`config.mk`:
```
export PLATFORM = sky130hd
export DESIGN_NAME = insertion_sorter_unit_flat
export DESIGN_NICKNAME = d
export VERILOG_FILES = /design/src/sv/isu_pkg.sv /design/src/sv/isu_stream_if.sv /design/src/sv/insertion_sorter_unit.sv /design/src/sv/isu_cell.sv /design/src/flat_wrapper.sv
export SDC_FILE = /design/constraint.sdc
export NUM_CORES = 2
export LEC_CHECK = 0
export BUFFER_PORTS_ARGS = -buffer_cell sky130_fd_sc_hd__buf_4
export CORE_MARGIN = 4
export CORE_UTILIZATION = 55
export DETAILED_ROUTE_END_ITERATION = 10
export PLACE_DENSITY_LB_ADDON = 0.12
export SYNTH_ARGS = -nofsm -noshare
export SYNTH_HDL_FRONTEND = slang
export SYNTH_HIERARCHICAL = 1
export SYNTH_SLANG_ARGS = --single-unit
```
`constraint.sdc`:
```
create_clock -name clk_i -period 7.5 [get_ports clk_i]
set_input_delay 0 -clock clk_i [delete_from_list [all_inputs] [get_ports clk_i]]
set_output_delay 0 -clock clk_i [all_outputs]
set_load 0.02 [all_outputs]
```
`src/sv/isu_pkg.sv`:
```
// Package for the insertion sorter: data width and the link types shared by
// the sorting cells and the top level. No dependencies.
package isu_pkg;

  localparam int unsigned DataWidth = 32;

  typedef logic signed [DataWidth-1:0] data_t;

  // Broadcast from the top level to every cell in the chain.
  typedef struct packed {
    logic  insert;
    logic  shift;
    data_t value;
  } cell_ctrl_t;

  // What one cell shows to its neighbors.
  typedef struct packed {
    logic  valid;
    logic  gt;
    data_t value;
  } cell_link_t;

endpackage : isu_pkg

```
`src/sv/isu_stream_if.sv`:
```
// Valid/ready stream interfaces for the insertion sorter's input and output.
// Depends on isu_pkg for the data type.
interface isu_in_if
  import isu_pkg::*;
();
  logic  valid;
  logic  ready;
  data_t value;
  logic  last_item;

  modport source (output valid, output value, output last_item, input ready);
  modport sink   (input valid, input value, input last_item, output ready);
endinterface : isu_in_if

interface isu_out_if
  import isu_pkg::*;
();
  logic  valid;
  logic  ready;
  data_t sorted_value;
  logic  last_result;
  logic  overflowed;

  modport source (output valid, output sorted_value, output last_result,
                  output overflowed, input ready);
  modport sink   (input valid, input sorted_value, input last_result,
                  input overflowed, output ready);
endinterface : isu_out_if

```
`src/sv/insertion_sorter_unit.sv`:
```
// Insertion sorter: loads a list of signed 32-bit values one per cycle into a
// chain of DEPTH cells that keep it sorted, then streams it out in ascending
// order. Depends on isu_pkg, isu_stream_if and isu_cell.
//
// Loading takes one value per cycle: every cell compares itself with the new
// value at once and the greater entries move up one cell. When the value
// marked last has been taken, the input stalls and the list leaves the bottom
// cell, one result per cycle while the output is ready; the shift through
// the cell chain sets the emission rate. Values that arrive while all DEPTH
// cells are full are dropped, and every result of that list then carries
// overflowed. Equal values leave in their order of arrival.
module insertion_sorter_unit
  import isu_pkg::*;
#(
  parameter int unsigned DEPTH = 32
) (
  input  logic clk_i,
  input  logic rst_ni,
  isu_in_if.sink    in_i,
  isu_out_if.source out_o
);

  localparam logic StLoad = 1'b0;
  localparam logic StEmit = 1'b1;

  logic             state_q, state_d;
  logic             drop_q, drop_d;
  logic             in_xfer, out_xfer, full;
  logic [DEPTH-1:0] valid;
  cell_ctrl_t       ctrl;
  cell_link_t       link [DEPTH];

  assign full     = valid[DEPTH-1];
  assign in_xfer  = in_i.valid && in_i.ready;
  assign out_xfer = out_o.valid && out_o.ready;

  assign in_i.ready = (state_q == StLoad);

  assign ctrl.insert = in_xfer && !full;
  assign ctrl.shift  = out_xfer;
  assign ctrl.value  = in_i.value;

  for (genvar i = 0; i < DEPTH; i++) begin : g_cell
    cell_link_t lower, upper;

    if (i == 0) begin : g_bottom
      assign lower = '{valid: 1'b1, gt: 1'b0, value: '0};
    end else begin : g_lower
      assign lower = link[i-1];
    end

    if (i == DEPTH - 1) begin : g_top
      assign upper = '{valid: 1'b0, gt: 1'b0, value: '0};
    end else begin : g_upper
      assign upper = link[i+1];
    end

    isu_cell u_cell (
      .clk_i   (clk_i),
      .rst_ni  (rst_ni),
      .ctrl_i  (ctrl),
      .lower_i (lower),
      .upper_i (upper),
      .link_o  (link[i])
    );

    assign valid[i] = link[i].valid;
  end

  always_comb begin
    state_d = state_q;
    drop_d  = drop_q;
    case (state_q)
      StLoad: begin
        if (in_xfer) begin
          if (full) begin
            drop_d = 1'b1;
          end
          if (in_i.last_item) begin
            state_d = StEmit;
          end
        end
      end
      StEmit: begin
        // The transfer of the final result empties the chain.
        if (out_xfer && !valid[1]) begin
          state_d = StLoad;
          drop_d  = 1'b0;
        end
      end
      default: begin
        state_d = StLoad;
      end
    endcase
  end

  always_ff @(posedge clk_i or negedge rst_ni) begin
    if (!rst_ni) begin
      state_q <= StLoad;
      drop_q  <= 1'b0;
    end else begin
      state_q <= state_d;
      drop_q  <= drop_d;
    end
  end

  assign out_o.valid        = (state_q == StEmit) && valid[0];
  assign out_o.sorted_value = link[0].value;
  assign out_o.last_result  = !valid[1];
  assign out_o.overflowed   = drop_q;

  // A list is never empty while it is being emitted.
  assert property (@(posedge clk_i) disable iff (!rst_ni)
    (state_q == StEmit) |-> valid[0])
    else $error("emission with an empty chain");

  // When the top cell is occupied, every cell below it is occupied too.
  assert property (@(posedge clk_i) disable iff (!rst_ni)
    full |-> (&valid))
    else $error("hole in the cell chain");

  // Taking the last value starts emission with at least one entry held.
  assert property (@(posedge clk_i) disable iff (!rst_ni)
    (in_xfer && in_i.last_item) |=> (state_q == StEmit) && valid[0])
    else $error("last value did not start emission");

  // After the final result is transferred the chain is empty and loading resumes.
  assert property (@(posedge clk_i) disable iff (!rst_ni)
    (out_xfer && out_o.last_result) |=> !valid[0] && (state_q == StLoad) && !drop_q)
    else $error("chain not cleared after final result");

endmodule : insertion_sorter_unit

```
`src/sv/isu_cell.sv`:
```
// One cell of the insertion chain: holds a single entry and its valid bit.
// Depends on isu_pkg for the control and link types.
module isu_cell
  import isu_pkg::*;
(
  input  logic       clk_i,
  input  logic       rst_ni,
  input  cell_ctrl_t ctrl_i,
  input  cell_link_t lower_i,
  input  cell_link_t upper_i,
  output cell_link_t link_o
);

  logic  valid_q, valid_d;
  data_t value_q, value_d;
  logic  gt;

  assign gt = valid_q && (value_q > ctrl_i.value);

  always_comb begin
    valid_d = valid_q;
    value_d = value_q;
    if (ctrl_i.insert) begin
      // Entries greater than the new value move up one place; the new value
      // lands in the lowest cell that either held a greater entry or was the
      // first free one.
      valid_d = valid_q | lower_i.valid;
      if (lower_i.gt) begin
        value_d = lower_i.value;
      end else if (gt || (!valid_q && lower_i.valid)) begin
        value_d = ctrl_i.value;
      end
    end else if (ctrl_i.shift) begin
      valid_d = upper_i.valid;
      value_d = upper_i.value;
    end
  end

  always_ff @(posedge clk_i or negedge rst_ni) begin
    if (!rst_ni) begin
      valid_q <= 1'b0;
    end else begin
      valid_q <= valid_d;
    end
  end

  always_ff @(posedge clk_i) begin
    value_q <= value_d;
  end

  assign link_o.valid = valid_q;
  assign link_o.gt    = gt;
  assign link_o.value = value_q;

endmodule : isu_cell

```
`src/flat_wrapper.sv`:
```
// flat-port wrapper written by rule: the top's interface ports become plain ports
module insertion_sorter_unit_flat import isu_pkg::*;
#(
  parameter int unsigned DEPTH = 32
)
  (clk_i, rst_ni, in_i_valid, in_i_value, in_i_last_item, in_i_ready, out_o_valid, out_o_sorted_value, out_o_last_result, out_o_overflowed, out_o_ready);
  isu_in_if in_i_i ();
  isu_out_if out_o_i ();
  input  logic clk_i;
  input  logic rst_ni;
  input wire logic [$bits(in_i_i.valid)-1:0] in_i_valid;
  input wire logic [$bits(in_i_i.value)-1:0] in_i_value;
  input wire logic [$bits(in_i_i.last_item)-1:0] in_i_last_item;
  output wire logic [$bits(in_i_i.ready)-1:0] in_i_ready;
  output wire logic [$bits(out_o_i.valid)-1:0] out_o_valid;
  output wire logic [$bits(out_o_i.sorted_value)-1:0] out_o_sorted_value;
  output wire logic [$bits(out_o_i.last_result)-1:0] out_o_last_result;
  output wire logic [$bits(out_o_i.overflowed)-1:0] out_o_overflowed;
  input wire logic [$bits(out_o_i.ready)-1:0] out_o_ready;
  assign in_i_i.valid = in_i_valid;
  assign in_i_i.value = in_i_value;
  assign in_i_i.last_item = in_i_last_item;
  assign in_i_ready = in_i_i.ready;
  assign out_o_valid = out_o_i.valid;
  assign out_o_sorted_value = out_o_i.sorted_value;
  assign out_o_last_result = out_o_i.last_result;
  assign out_o_overflowed = out_o_i.overflowed;
  assign out_o_i.ready = out_o_ready;
  insertion_sorter_unit #(.DEPTH(DEPTH)) u_core (.clk_i(clk_i), .rst_ni(rst_ni), .in_i(in_i_i), .out_o(out_o_i));
endmodule
```
* Word-level counts from Yosys, hierarchy flattened
Cells that the tools add are included.
Cells by class: order comparisons 32, eq/ne operators 35, multiplexer cells 199, bitwise gates (word level) 32, reductions and logical operators 166
Operator list (number):
- $mux 32 | 127
- $gt 32x32->1 | 32
- $ne 3x3->1 const B | 31
- $mux 1 | 70
- $logic_and 1x1->1 | 68
- $reduce_and 2->1 | 32
- $logic_not 1->1 | 32
- $logic_or 1x1->1 | 32
- $or 1x1->1 | 31
- $ne 2x2->1 const B | 4
- $pmux 1 s2 | 2
- $reduce_and 3->1 | 1
- $reduce_bool 2->1 | 1
- $not 1->1 | 1
Word-level totals: flip-flop bits (word level) 1058, bits of input ports 37, output and inout port bits 36, word-level logic and storage cells 530

* Logic depth before layout (Yosys ltp)
word-level depth 6, depth in mapped cells 13, mapped depth without buffers 10

* Modules after synthesis
Netlist, hierarchy kept.
By module, submodules not included:
- isu_cell | instances 32, cells each 270, area an instance 2516.2 sq um, sequential area each 985.9 sq um
- insertion_sorter_unit | instances 1, cells each 13, area an instance 125.1 sq um, sequential area each 50.0 sq um

* Worst setup path after synthesis
Ideal clock, no wire load.
kind register to register, start register u_core.g_cell[31].u_cell.valid_q, end register u_core.g_cell[0].u_cell.value_q[0] (enable), setup time 441 ps, arrival time 4367 ps, required time 7059 ps, slack 2692 ps, cell stages (with the launch flop) 7, buffers on the path 3, clock period less this slack 4808 ps, cells stage by stage dfrtp_1 > buf_4 > nor3b_1 > clkbuf_1 > clkbuf_1 > nor2_1 > a31oi_1
RTL lines:
- from (decl) | RTL line isu_cell.sv:14 | logic valid_q, valid_d;
- from (signal assigned) | RTL line isu_cell.sv:43 | valid_q <= valid_d;
- to (signal assigned) | RTL line isu_cell.sv:48 | value_q <= value_d;
- to (decl) | RTL line isu_cell.sv:15 | data_t value_q, value_d;

==> impl_metrics.json <==
{
  "ctsResizeCount": 0,
  "drv_cap": 0,
  "pwr-share-seq_pct": 37.3,
  "vias_per_cell": 6.16,
  "max-slew-margin-rel_pct": 14.6,
  "clock_skew_ps": 31.5,
  "worst_margin_slew_ps": 1280,
  "post_synth_instance_area_mm2": 0.0806,
  "worst_hold_path.endpoint": "u_core/g_cell[21].u_cell/value_q[21]",
  "maximum_vdd_drop_mv": 0.228,
  "port_buffers": 72,
  "grt_setup_unrepaired": "no",
  "min_from": "in_i_value[21]",
  "power.internal_mw": 19.5,
  "clk-insertion-delay-late_ps": 760,
  "cts_root_buf": "sky130_fd_sc_hd__clkbuf_16",
  "route.detailed.wl_per_inst_um": 22.4,
  "cts-buffers-inserted": 121,
  "avgSynthCellArea_um2": 9.32,
  "min_path_cells": 3,
  "finalHoldViolations": 0,
  "clockPowerShare_pct": 18.6,
  "grtUsageTotal_pct": 30.0,
  "finish.net_count": 9644,
  "arrival_ps": 5470,
  "tritoncts": "built",
  "power_per_cell_area_mw_per_mm2": 385,
  "clock_path_buffers": 3,
  "cp_common_cell": "sky130_fd_sc_hd__buf_4",
  "synthesis.instances": 8651,
  "maxSlewViolCount": 0,
  "p_sw_mw": 14.2,
  "run_status": "complete, no violations",
  "layout_worst_path_cycle_share_pct": 68.4,
  "placedCellCount": 10300,
  "achievable-frequency_ghz": 0.195,
  "placementRows": 140,
  "cts-htree-levels": 3,
  "hold-worst-slack_ps": 74.1,
  "critPathSlowestCell": "sky130_fd_sc_hd__a31oi_4",
  "timing.setup.tns_ps": 0,
  "max_stage_delay_ps": 1080,
  "largest_net_degree_at_the_start_of_global_routing": 207,
  "number_of_antenna_violations_at_the_first_check_in_global_routing": 4,
  "worstReg2RegStart": "u_core/g_cell[20].u_cell/value_q[23]",
  "grt_pass1_vias": 65200,
  "initial_utilization_pct": 55.3,
  "grt_first_pass_wirelength_um": 366000,
  "chipHeight_um": 391,
  "yosysWarningCount": 6,
  "fp.coreArea_mm2": 0.146,
  "setup_viol": 0,
  "worst-path-max-fanout": 42,
  "drt_first_pass_iters": 8,
  "mostFrequentLayoutCell": "sky130_fd_sc_hd__a21oi_1",
  "finalWorstPathRequiredPeriod_ps": 5130,
  "half_perimeter_wire_length_of_the_detailed_placement_result_um": 171000,
  "ant_nets": 0,
  "area_enclosed_by_the_die_boundary_mm2": 0.153,
  "r2r_end": "u_core/g_cell[21].u_cell/value_q[26]",
  "netSwitchingFraction_pct": 42.1,
  "vias": 65300,
  "pnr_worst_setup_slack_ps": 2370,
  "most-common-layout-cells": "1442 x sky130_fd_sc_hd__a21oi_1, 1248 x sky130_fd_sc_hd__nor2_1, 1122 x sky130_fd_sc_hd__inv_1",
  "critical_path.endpoint_type": "register",
  "number_of_violations_reported_at_the_end_of_detailed_routing_iteration_0": 5907,
  "clock_sink_count": 1058,
  "floorplan.die.width_um": 391,
  "path_clk_slew_ps": 60,
  "power_leakage_nw": 37.6,
  "power_frac_comb_pct": 44.1,
  "timing.reg2reg.setup_slack_ps": 2700,
  "worstSetupPathType": "input pin to register",
  "hold_path_class": "input pin to register",
  "cts_setup_buffers": 0,
  "boundaryPins": 73,
  "drt_drc_violations_left": 0,
  "gp_routability_congestion": 0.910,
  "layoutNonFillerInstCount": 10600,
  "pre_cts_slack_ps": 2310,
  "power_mw": 33.7,
  "timing.critical_path.from_type": "input pin",
  "layout-drive-gt1-share_pct": 5.05,
  "worstPathRequired_ps": 7840,
  "grt.overflow.total": 0,
  "path_cells": "dlygate4sd3_1 -> buf_4 -> buf_4 -> inv_1 -> ha_1 -> a21oi_1 -> o21ai_0 -> a221o_1 -> o31a_1 -> or3_1 -> nand2_2 -> a211oi_1 -> a31oi_4",
  "routed_wirelength_um": 237000,
  "layout-area-overhead-vs-synth_pct": 8.58,
  "worst_r2r_path_depth": 8
}
## metrics by stage
step | cell area [um^2] | utilization (%)
floorplan | 80900 | -
global placement | 83100 | 57.0
detailed placement | 83100 | 57.0
CTS | 87500 | 60.1
global route | 87500 | 60.1
finish | 87500 | 60.1
## critical path, delay by kind of cell
kind,cells,cell delay [ps]
buf+inv,4,1630
simple gates,2,1250
fa+ha+maj,1,330
compound gates,6,2180
## layer usage
layer,routed length [um],up-vias,track usage [%]
met5,42,-,0
met4,7460,6,9.86
met3,15800,449,4.96
met2,115000,2174,51.3
met1,99300,31800,38.9
li1,-,30900,-
## worst max path at each step
stage | from | end | slack, ps | cells after the start
after global routing | in_i_value[7] | u_core/g_cell[16].u_cell/value_q[20] | 2230 | 13
after detailed placement | in_i_value[7] | u_core/g_cell[16].u_cell/value_q[22] | 2310 | 12
after global placement | in_i_value[7] | u_core/g_cell[16].u_cell/value_q[7] | 2350 | 12
after CTS | in_i_value[7] | u_core/g_cell[16].u_cell/value_q[22] | 2490 | 13
final | in_i_value[7] | u_core/g_cell[16].u_cell/value_q[23] | 2370 | 13
after floorplan | u_core/g_cell[31].u_cell/valid_q | u_core/g_cell[31].u_cell/value_q[0] | 2690 | 6
## power by group through the flow
stage / logic (mW) / registers, mW / clock network [mW]
after CTS: 14.7 / 12.5 / 6.37
after global routing: 16.4 / 12.8 / 6.60
after floorplan: 11.2 / 11.5 / 0
final: 14.9 / 12.6 / 6.27
after detailed placement: 14.6 / 12.6 / 0
after global placement: 14.0 / 12.6 / 0
## final cells by class
class	instances	area (um^2)
diodes	1	2.50
clock buffers	157	3280
clock inverters	72	848
fillers	12500	58200
inverters	1122	4210
multi-input cells	6090	43600
flip-flops and latches	1058	31600
well taps	1917	2400
repair buffers	190	1620
## timing repair
item                                    in CTS  in global routing
hold endpoints to repair                   221                  0
endpoints found under the setup margin       0                  0
hold buffers                                34                  0
## state kept, by name, indices dropped and copies added, names as in the netlist
name and count:
u_core/state_q 1, u_core/out_o.overflowed 1, u_core/g_cell.u_cell/value_q 1024, u_core/g_cell.u_cell/valid_q 32
(Power assumes the default switching activity.)
